File: src/srfp_pkg.sv
// Shared types and constants for the sensor response frame parser.
// No dependencies; imported by srfp_front, srfp_queue and the top level.
package srfp_pkg;

    // Link framing bytes
    localparam logic [7:0] SYNC_BYTE0 = 8'hEF;
    localparam logic [7:0] SYNC_BYTE1 = 8'h01;
    localparam logic [7:0] KIND_ACK   = 8'h07;
    localparam logic [7:0] KIND_DATA  = 8'h02;

    // Configuration register indexes
    localparam logic CFG_DEVICE_ADDRESS = 1'b0;
    localparam logic CFG_MAX_LENGTH     = 1'b1;

    // Configuration reset values
    localparam logic [31:0] DEVICE_ADDRESS_RST = 32'hFFFF_FFFF;
    localparam logic [15:0] MAX_LENGTH_RST     = 16'd87;

    // Minimum legal length field (trailer only)
    localparam logic [15:0] MIN_LENGTH = 16'd2;

    // Result kind codes
    localparam logic RES_PAYLOAD = 1'b0;
    localparam logic RES_STATUS  = 1'b1;

    // Frame kind codes
    localparam logic [1:0] FKIND_ACK   = 2'd0;
    localparam logic [1:0] FKIND_DATA  = 2'd1;
    localparam logic [1:0] FKIND_OTHER = 2'd2;

    // Frame status codes
    localparam logic [2:0] ST_OK        = 3'd0;
    localparam logic [2:0] ST_BAD_ADDR  = 3'd1;
    localparam logic [2:0] ST_SHORT     = 3'd2;
    localparam logic [2:0] ST_TOO_LONG  = 3'd3;
    localparam logic [2:0] ST_BAD_SUM   = 3'd4;
    localparam logic [2:0] ST_EMPTY_ACK = 3'd5;

    // Default depth of the result queue
    localparam int QUEUE_DEPTH = 4;

    // One result item as it travels from the parser to the output side
    typedef struct packed {
        logic       result_kind;
        logic [7:0] payload_byte;
        logic [1:0] frame_kind;
        logic [2:0] frame_status;
        logic [7:0] confirm_code;
    } t_result;

endpackage

File: src/sensor_response_frame_parser.sv
// Top level of the sensor response frame parser.
// Depends on srfp_pkg, srfp_front (parser) and srfp_queue (result buffer).
//
//  channel  | handshake            | payload
//  ---------+----------------------+----------------------------------------
//  input    | i_valid / o_ready    | i_rx_byte, i_restart
//  output   | o_valid / i_ready    | o_result_kind, o_payload_byte, ...
//  config   | i_cfg_wr_en          | i_cfg_idx, i_cfg_data
//
// One input beat per cycle while the queue has space; each beat yields zero or one result beat.
// A result is written into the result queue when its input beat is taken and leaves in order.
// The input stalls only when the result queue (QueueDepth entries) is full.
// Reset is synchronous, active low; it restores both config registers
// and sends the parser back to sync hunting with an empty queue.
module sensor_response_frame_parser #(
    parameter int QueueDepth = srfp_pkg::QUEUE_DEPTH
) (
    input  logic        i_clk,
    input  logic        i_rst_n,
    input  logic        i_cfg_wr_en,
    input  logic        i_cfg_idx,
    input  logic [31:0] i_cfg_data,
    input  logic        i_valid,
    output logic        o_ready,
    input  logic [7:0]  i_rx_byte,
    input  logic        i_restart,
    output logic        o_valid,
    input  logic        i_ready,
    output logic        o_result_kind,
    output logic [7:0]  o_payload_byte,
    output logic [1:0]  o_frame_kind,
    output logic [2:0]  o_frame_status,
    output logic [7:0]  o_confirm_code,
    output logic        o_frame_end
);
    import srfp_pkg::*;

    logic    push;
    logic    space;
    t_result front_result;
    t_result head;

    // Parse bytes into result records
    srfp_front u_front (
        .i_clk       (i_clk),
        .i_rst_n     (i_rst_n),
        .i_cfg_wr_en (i_cfg_wr_en),
        .i_cfg_idx   (i_cfg_idx),
        .i_cfg_data  (i_cfg_data),
        .i_valid     (i_valid),
        .i_rx_byte   (i_rx_byte),
        .i_restart   (i_restart),
        .i_space     (space),
        .o_ready     (o_ready),
        .o_push      (push),
        .o_result    (front_result)
    );

    // Buffer results toward the output channel
    srfp_queue #(
        .Depth (QueueDepth)
    ) u_queue (
        .i_clk    (i_clk),
        .i_rst_n  (i_rst_n),
        .i_push   (push),
        .i_result (front_result),
        .o_space  (space),
        .o_valid  (o_valid),
        .i_ready  (i_ready),
        .o_result (head)
    );

    // Unpack the head record onto the output ports
    assign o_result_kind  = head.result_kind;
    assign o_payload_byte = head.payload_byte;
    assign o_frame_kind   = head.frame_kind;
    assign o_frame_status = head.frame_status;
    assign o_confirm_code = head.confirm_code;
    assign o_frame_end    = (head.result_kind == RES_STATUS);

endmodule

File: src/srfp_front.sv
// Byte-level frame parser: sync hunt, header checks, checksum, result build.
// Depends on srfp_pkg; pushes results into srfp_queue.
module srfp_front (
    input  logic              i_clk,
    input  logic              i_rst_n,
    input  logic              i_cfg_wr_en,
    input  logic              i_cfg_idx,
    input  logic [31:0]       i_cfg_data,
    input  logic              i_valid,
    input  logic [7:0]        i_rx_byte,
    input  logic              i_restart,
    input  logic              i_space,
    output logic              o_ready,
    output logic              o_push,
    output srfp_pkg::t_result o_result
);
    import srfp_pkg::*;

    localparam logic [3:0] PH_SYNC0 = 4'd0;
    localparam logic [3:0] PH_SYNC1 = 4'd1;
    localparam logic [3:0] PH_ADDR  = 4'd2;
    localparam logic [3:0] PH_KIND  = 4'd3;
    localparam logic [3:0] PH_LENH  = 4'd4;
    localparam logic [3:0] PH_LENL  = 4'd5;
    localparam logic [3:0] PH_PAY   = 4'd6;
    localparam logic [3:0] PH_SUMH  = 4'd7;
    localparam logic [3:0] PH_SUML  = 4'd8;

    logic [31:0] r_device_address;
    logic [15:0] r_max_length;

    logic [3:0]  r_phase, n_phase;
    logic [15:0] r_count, n_count;
    logic [7:0]  r_kind, n_kind;
    logic [15:0] r_len, n_len;
    logic [15:0] r_sum, n_sum;
    logic [7:0]  r_trail_hi, n_trail_hi;
    logic        r_addr_ok, n_addr_ok;
    logic [7:0]  r_confirm, n_confirm;

    // Frame state as seen by this beat, after an optional restart
    logic [3:0]  s_phase;
    logic [15:0] s_count;
    logic [7:0]  s_kind;
    logic [15:0] s_len;
    logic [15:0] s_sum;
    logic [7:0]  s_trail_hi;
    logic        s_addr_ok;
    logic [7:0]  s_confirm;

    logic        accept;
    logic        emit;
    logic        emit_status;
    logic [2:0]  status;
    logic [7:0]  status_confirm;
    logic [7:0]  want_byte;
    logic [15:0] full_len;
    logic [15:0] sum_add;
    logic [15:0] count_inc;
    logic [15:0] pay_len;
    logic [1:0]  kind_code;

    assign o_ready = i_space;
    assign accept  = i_valid && i_space;

    // Configuration writes
    always_ff @(posedge i_clk) begin
        if (!i_rst_n) begin
            r_device_address <= DEVICE_ADDRESS_RST;
            r_max_length     <= MAX_LENGTH_RST;
        end else if (i_cfg_wr_en) begin
            case (i_cfg_idx)
                CFG_DEVICE_ADDRESS: r_device_address <= i_cfg_data;
                CFG_MAX_LENGTH:     r_max_length     <= i_cfg_data[15:0];
                default:            r_max_length     <= r_max_length;
            endcase
        end
    end

    // Drop the partial frame on restart
    always_comb begin
        if (i_restart) begin
            s_phase    = PH_SYNC0;
            s_count    = '0;
            s_kind     = '0;
            s_len      = '0;
            s_sum      = '0;
            s_trail_hi = '0;
            s_addr_ok  = 1'b1;
            s_confirm  = '0;
        end else begin
            s_phase    = r_phase;
            s_count    = r_count;
            s_kind     = r_kind;
            s_len      = r_len;
            s_sum      = r_sum;
            s_trail_hi = r_trail_hi;
            s_addr_ok  = r_addr_ok;
            s_confirm  = r_confirm;
        end
    end

    // Shared datapath pieces
    always_comb begin
        case (s_count[1:0])
            2'd0:    want_byte = r_device_address[31:24];
            2'd1:    want_byte = r_device_address[23:16];
            2'd2:    want_byte = r_device_address[15:8];
            default: want_byte = r_device_address[7:0];
        endcase
    end

    assign full_len  = {s_len[15:8], i_rx_byte};
    assign sum_add   = s_sum + {8'd0, i_rx_byte};
    assign count_inc = s_count + 16'd1;
    assign pay_len   = s_len - MIN_LENGTH;

    always_comb begin
        if (s_kind == KIND_ACK) begin
            kind_code = FKIND_ACK;
        end else if (s_kind == KIND_DATA) begin
            kind_code = FKIND_DATA;
        end else begin
            kind_code = FKIND_OTHER;
        end
    end

    // Parser step
    always_comb begin
        n_phase        = s_phase;
        n_count        = s_count;
        n_kind         = s_kind;
        n_len          = s_len;
        n_sum          = s_sum;
        n_trail_hi     = s_trail_hi;
        n_addr_ok      = s_addr_ok;
        n_confirm      = s_confirm;
        emit           = 1'b0;
        emit_status    = 1'b0;
        status         = ST_OK;
        status_confirm = 8'd0;

        case (s_phase)
            PH_SYNC0: begin
                if (i_rx_byte == SYNC_BYTE0) n_phase = PH_SYNC1;
            end
            PH_SYNC1: begin
                if (i_rx_byte == SYNC_BYTE1) begin
                    n_phase   = PH_ADDR;
                    n_count   = '0;
                    n_addr_ok = 1'b1;
                end else if (i_rx_byte != SYNC_BYTE0) begin
                    n_phase = PH_SYNC0;
                end
            end
            PH_ADDR: begin
                if (i_rx_byte != want_byte) n_addr_ok = 1'b0;
                n_count = count_inc;
                if (count_inc >= 16'd4) n_phase = PH_KIND;
            end
            PH_KIND: begin
                n_kind  = i_rx_byte;
                n_sum   = {8'd0, i_rx_byte};
                n_phase = PH_LENH;
            end
            PH_LENH: begin
                n_len   = {i_rx_byte, 8'd0};
                n_sum   = sum_add;
                n_phase = PH_LENL;
            end
            PH_LENL: begin
                n_len = full_len;
                n_sum = sum_add;
                if (!s_addr_ok) begin
                    emit_status = 1'b1;
                    status      = ST_BAD_ADDR;
                end else if (full_len < MIN_LENGTH) begin
                    emit_status = 1'b1;
                    status      = ST_SHORT;
                end else if (full_len > r_max_length) begin
                    emit_status = 1'b1;
                    status      = ST_TOO_LONG;
                end else begin
                    n_count = '0;
                    n_phase = (full_len == MIN_LENGTH) ? PH_SUMH : PH_PAY;
                end
            end
            PH_PAY: begin
                n_sum   = sum_add;
                n_count = count_inc;
                if (count_inc >= pay_len) n_phase = PH_SUMH;
                if (s_kind == KIND_ACK) begin
                    if (s_count == 16'd0) n_confirm = i_rx_byte;
                    else                  emit      = 1'b1;
                end else if (s_kind == KIND_DATA) begin
                    emit = 1'b1;
                end
            end
            PH_SUMH: begin
                n_trail_hi = i_rx_byte;
                n_phase    = PH_SUML;
            end
            PH_SUML: begin
                emit_status = 1'b1;
                if ({s_trail_hi, i_rx_byte} != s_sum) begin
                    status = ST_BAD_SUM;
                end else if (s_kind == KIND_ACK && pay_len == 16'd0) begin
                    status = ST_EMPTY_ACK;
                end else begin
                    status         = ST_OK;
                    status_confirm = (s_kind == KIND_ACK) ? s_confirm : 8'd0;
                end
            end
            default: begin
                n_phase = PH_SYNC0;
            end
        endcase

        // A status, or an invalid phase, closes the frame and resumes hunting
        if (emit_status || (s_phase > PH_SUML)) begin
            n_phase    = PH_SYNC0;
            n_count    = '0;
            n_kind     = '0;
            n_len      = '0;
            n_sum      = '0;
            n_trail_hi = '0;
            n_addr_ok  = 1'b1;
            n_confirm  = '0;
        end
    end

    // Build the result record
    always_comb begin
        o_result.result_kind  = emit_status ? RES_STATUS : RES_PAYLOAD;
        o_result.payload_byte = emit_status ? 8'd0 : i_rx_byte;
        o_result.frame_kind   = kind_code;
        o_result.frame_status = emit_status ? status : ST_OK;
        o_result.confirm_code = status_confirm;
    end

    assign o_push = accept && (emit || emit_status);

    // Advance frame state on each accepted beat
    always_ff @(posedge i_clk) begin
        if (!i_rst_n) begin
            r_phase    <= PH_SYNC0;
            r_count    <= '0;
            r_kind     <= '0;
            r_len      <= '0;
            r_sum      <= '0;
            r_trail_hi <= '0;
            r_addr_ok  <= 1'b1;
            r_confirm  <= '0;
        end else if (accept) begin
            r_phase    <= n_phase;
            r_count    <= n_count;
            r_kind     <= n_kind;
            r_len      <= n_len;
            r_sum      <= n_sum;
            r_trail_hi <= n_trail_hi;
            r_addr_ok  <= n_addr_ok;
            r_confirm  <= n_confirm;
        end
    end

endmodule

File: src/srfp_queue.sv
// Short result queue between the parser and the output channel.
// Depends on srfp_pkg for the result record type.
module srfp_queue #(
    parameter int Depth = srfp_pkg::QUEUE_DEPTH
) (
    input  logic              i_clk,
    input  logic              i_rst_n,
    input  logic              i_push,
    input  srfp_pkg::t_result i_result,
    output logic              o_space,
    output logic              o_valid,
    input  logic              i_ready,
    output srfp_pkg::t_result o_result
);
    import srfp_pkg::*;

    localparam int PtrW = (Depth > 1) ? $clog2(Depth) : 1;
    localparam int CntW = $clog2(Depth + 1);
    localparam logic [PtrW-1:0] LastPtr  = PtrW'(Depth - 1);
    localparam logic [CntW-1:0] FullCount = CntW'(Depth);

    t_result         r_store [Depth];
    logic [PtrW-1:0] r_wr_ptr, n_wr_ptr;
    logic [PtrW-1:0] r_rd_ptr, n_rd_ptr;
    logic [CntW-1:0] r_count, n_count;
    logic            pop;

    assign o_space  = (r_count != FullCount);
    assign o_valid  = (r_count != '0);
    assign o_result = r_store[r_rd_ptr];
    assign pop      = o_valid && i_ready;

    // Wrap pointers and track fill level
    always_comb begin
        n_wr_ptr = r_wr_ptr;
        n_rd_ptr = r_rd_ptr;
        n_count  = r_count;
        if (i_push) n_wr_ptr = (r_wr_ptr == LastPtr) ? '0 : r_wr_ptr + 1'b1;
        if (pop)    n_rd_ptr = (r_rd_ptr == LastPtr) ? '0 : r_rd_ptr + 1'b1;
        if (i_push && !pop)      n_count = r_count + 1'b1;
        else if (pop && !i_push) n_count = r_count - 1'b1;
    end

    always_ff @(posedge i_clk) begin
        if (!i_rst_n) begin
            r_wr_ptr <= '0;
            r_rd_ptr <= '0;
            r_count  <= '0;
        end else begin
            r_wr_ptr <= n_wr_ptr;
            r_rd_ptr <= n_rd_ptr;
            r_count  <= n_count;
        end
    end

    // Write the entry at the tail
    always_ff @(posedge i_clk) begin
        if (i_push) r_store[r_wr_ptr] <= i_result;
    end

`ifndef SYNTH
    a_count_bound: assert property (@(posedge i_clk) disable iff (!i_rst_n)
        r_count <= FullCount)
        else $error("result queue count above depth");

    a_no_overflow: assert property (@(posedge i_clk) disable iff (!i_rst_n)
        i_push |-> (r_count != FullCount))
        else $error("push into full result queue");

    a_count_grows: assert property (@(posedge i_clk) disable iff (!i_rst_n)
        (i_push && !pop) |=> (r_count == $past(r_count) + 1'b1))
        else $error("result queue count did not grow on push");

    a_ptr_gap: assert property (@(posedge i_clk) disable iff (!i_rst_n)
        (r_count == '0) |-> (r_wr_ptr == r_rd_ptr))
        else $error("empty result queue with pointers apart");
`endif

endmodule

File: config.mk
export PLATFORM = sky130hd
export DESIGN_NAME = sensor_response_frame_parser
export DESIGN_NICKNAME = d
export VERILOG_FILES = /design/src/srfp_pkg.sv /design/src/sensor_response_frame_parser.sv /design/src/srfp_front.sv /design/src/srfp_queue.sv
export SDC_FILE = /design/constraint.sdc
export NUM_CORES = 1
export LEC_CHECK = 0
export BUFFER_PORTS_ARGS = -buffer_cell sky130_fd_sc_hd__buf_4
export CAP_MARGIN = 20
export CORE_MARGIN = 2
export CORE_UTILIZATION = 38
export CTS_BUF_LIST = sky130_fd_sc_hd__clkbuf_2 sky130_fd_sc_hd__clkbuf_4 sky130_fd_sc_hd__clkbuf_8
export DETAILED_ROUTE_END_ITERATION = 6
export PLACE_DENSITY_LB_ADDON = 0.05
export SETUP_SLACK_MARGIN = 0.5
export SLEW_MARGIN = 0
export SYNTH_ARGS = -nofsm -noshare
export SYNTH_HDL_FRONTEND = slang
export SYNTH_SLANG_ARGS = --single-unit
File: constraint.sdc
create_clock -name i_clk -period 5.9 [get_ports i_clk]
set_input_delay 0.59 -clock i_clk [delete_from_list [all_inputs] [get_ports i_clk]]
set_output_delay 0.59 -clock i_clk [all_outputs]
set_load 0.03 [all_outputs]
==> summary.md <==
| Metric | Value |
|---|---|
| Outcome | finished clean |
| CP max stage cell | buf_4 |
| Synth top cells by count | nand2_1, dfxtp_1, nor2_1, edfxtp_1, ha_1 |
| DRC | 0 |
| Seq/Total Area, Yosys | 46.03% |
| Measured slew at the worst slew-check pin | 0.9743 ns |
| Routed Antenna Nets | 0 |
| CTS resizes | 0 |
| Top routing layer used | met4 |
| Asr flop ratio synth | 0% |
| Post-detail-place hpwl | 21950 um |
| Input/output buffers | 71 |
| Unrepaired setup endpoints after global routing | no |
| Initial DRC Count | 783 |
| Worst Setup Path Type | in2reg |
| Die X | 178.5 um |
| CP Launch Type | input port |
| Initial antenna violation count | 0 |
| PwrDens | 243.5 nW/um2 |
| Synth area leaders | dfxtp_1, edfxtp_1, ha_1 |
| Mean Syn Cell Area | 9.930 um2 |
| # diodes | 0 |
| Largest net degree at the start of global routing | 39 |
| Worst-path clk slew | 0.06 ns |
| Peak VDD IR | 114.4 uV |
| Top cell type's share of synthesized area | 23.19% |
| Synthesized flop and latch total | 222 |
| DR WL/cell | 19.48 um |
| Worst clock skew | 0.02108 ns |
| Initial Util | 38.83% |
| Routed wl met3 | 1647 um |
| Worst path cell trace | buf_4 -> nor2b_1 -> ha_1 -> and3_1 -> nand3_1 -> o211ai_1 -> nor3_1 -> a21oi_2 -> nor2_1 -> a21oi_4 -> ha_1 -> inv_1 -> fa_1 -> xor2_1 -> or3_1 -> a21oi_1 |
| Std cell rows | 63 |
| Clock sinks | 222 |
| Area leader, netlist | dfxtp_1 |
| Synthesis Warnings | 0 |
| Hold_buf cts | 0 |
| Arr. time, crit path | 4.46 ns |
| GPL Wtd Cong | 0.8836 |
| # setup viols final | 0 |
| Core Box Area | 29800 um2 |
| Most used cell, CP | ha_1 |
| Die H | 178.5 um |
| Total CTS buffers | 40 |
| CP peak stage delay | 0.41 ns |
| Wl on met1 | 14460 um |
| Post-synthesis cell type count | 86 |
| Max Slew Vio Count | 0 |
| Cell with the most instances after synthesis | nand2_1 |
| Area taken by flip-flops and latches | 5325 um2 |
| Tcrit/Tclk final | 67.92% |
| Nets | 1322 |
| Netlist Area Pre-Place | 11570 um2 |
| Fillers | 2926 |
| CP endpoint kind | flip-flop |
| Pleak | 4.912 nW |
| Total GRT Usage | 20.40% |
| Rel. slew slack | 34.89% |
| First-pass GRT wire length | 50410 um |
| Met2 wire len | 14880 um |
| Via count | 9066 |
| Worst hold path type | in2reg |
| Total gr overflow | 0 |
| CTS tree | done |
| Syn Inst Count | 1165 |
| Number of synthesized flops with an enable pin | 88 |
| Clock root buffer | clkbuf_8 |
| CP Data Required Time | 6.36 ns |
| Fin. Hold Viols | 0 |
| Total negative slack | 0 ns |
| Setup bufs post-CTS | 0 |
| Main flop type after synthesis | dfxtp_1 |
| Layout Cells excl Fill | 1637 |
| Footprint of the multi-input gates | 5792 um2 |
| CTS max path bufs | 3 |
| MaxCap Viol Count | 0 |
| Htree depth | 2 |
| DP Cell Count | 1570 |
| Final wirelength | 31890 um |
| Crit path time final | 4.007 ns |
| P&R area growth vs syn | 14.24% |
| Die area | 31860 um2 |
| Critical path peak fanout | 38 |
| Drt first pass iters | 5 |
| Ports | 72 |
| Syn_nets | 1265 |
| Vias per Instance | 5.538 |
| Worst-Skew Late Latency | 0.54 ns |
| Vias in the first global route | 8931 |
| Fmax | 249.6 MHz |
| Layout cells sized above 1 | 16.92% |
[metal layers]
layer / vias up / GRT usage [%]
li1: 4406 / -
met1: 4350 / 26.87
met2: 235 / 33.72
met3: 75 / 3.986
met4: 0 / 6.470
met5: - / 0
[placed cells by master, fill, tap and decap left out, drive strengths merged, types with 7 or more instances in the layout]
| cell type | netlist | routed |
|---|---|---|
| inv | 40 | 41 |
| ha | 51 | 51 |
| nor4 | 12 | 12 |
| nand2 | 146 | 146 |
| or3 | 12 | 12 |
| nand2b | 9 | 9 |
| a21oi | 41 | 41 |
| o211ai | 18 | 18 |
| clkbuf | 46 | 59 |
| xnor2 | 28 | 28 |
| o22ai | 9 | 9 |
| nor2 | 100 | 100 |
| nand3 | 47 | 47 |
| mux4 | 22 | 22 |
| mux2i | 12 | 12 |
| o21ai | 36 | 36 |
| a222oi | 10 | 10 |
| and2 | 27 | 27 |
| xor2 | 17 | 17 |
| buf | 27 | 88 |
| nor2b | 26 | 26 |
| nor3 | 18 | 18 |
| dfxtp | 134 | 134 |
| a32o | 8 | 8 |
| a31oi | 8 | 8 |
| a21o | 7 | 7 |
| and3 | 15 | 15 |
| nand4 | 20 | 20 |
| a32oi | 26 | 26 |
| edfxtp | 88 | 88 |
| a22oi | 15 | 15 |
[through the flow]
stage	power [mW]	instance area, um2	worst slack, ns	util (%)	hold slack (ns)
4_1_cts	3.264	13220	1.929	44.36	0.2315
3_3_place_gp	1.853	12420	1.470	41.70	0.4469
3_5_place_dp	1.854	12450	1.337	41.79	0.4472
2_1_floorplan	1.774	11570	1.739	-	0.4363
5_1_grt	3.359	13220	1.536	44.36	0.2342
6_report	3.218	13220	1.893	44.36	0.2552
[area by class of cell]
class / instances / area share [%]
Inverter: 41 / 1.164
Sequential cell: 222 / 40.29
Clock inverter: 8 / 0.3029
Tap cell: 390 / 3.692
Multi-Input combinational cell: 829 / 43.82
Clock buffer: 59 / 5.481
Timing Repair Buffer: 88 / 5.245
[report_power, final]
group / internal (mW) / switching [mW] / total (mW)
Sequential: 1.61 / 0.00942 / 1.62
Combinational: 0.0696 / 0.134 / 0.203
Clock: 0.779 / 0.619 / 1.40
[sequential cells by signal, indices dropped and copies added, names as in the netlist, named ones only]
name and flops:
u_queue.r_store 88, u_front.r_device_address 32, u_front.r_count 16, u_front.r_len 16
u_front.r_max_length 16, u_front.r_sum 16, u_front.r_confirm 8, u_front.r_kind 8
u_front.r_trail_hi 8, u_front.r_phase 4, u_queue.r_count 3, u_queue.r_rd_ptr 2
u_queue.r_wr_ptr 2, u_front.r_addr_ok 1
[worst max-delay path: cells and delay by family]
kind                       cells  cell delay (ns)
and+or+nand+nor                6             1.10
AOI/OAI and AO/OA              4             1.14
adders and majority gates      3             0.94
buffers and inverters          2             0.47
xor gates and xnor gates       1             0.18
[cell families after synthesis]
group                      synth area share (%)
muxes                                     5.905
xor gates and xnor gates                  3.407
AOI/OAI and AO/OA                         14.68
buffers and inverters                     4.013
adders and majority gates                 5.862
DFF                                       46.03
and+or+nand+nor                           20.11
[final timing paths]
check | startpoint | endpoint | slack (ns) | cells past startpoint
setup / recovery | i_restart | u_queue.r_count[2]$_SDFFE_PN0P_ | 1.89 | 16
hold / removal | i_cfg_data[29] | u_front.r_device_address[29]$_SDFFE_PN1P_ | 0.26 | 3
setup reg to reg | u_front.r_phase[3]$_SDFFE_PN0P_ | u_queue.r_count[2]$_SDFFE_PN0P_ | 1.91 | 13
hold reg to reg | u_front.r_max_length[5]$_SDFFE_PN0P_ | u_front.r_max_length[5]$_SDFFE_PN0P_ | 0.45 | 2
No activity file was read; power rests on OpenSTA's default activity.
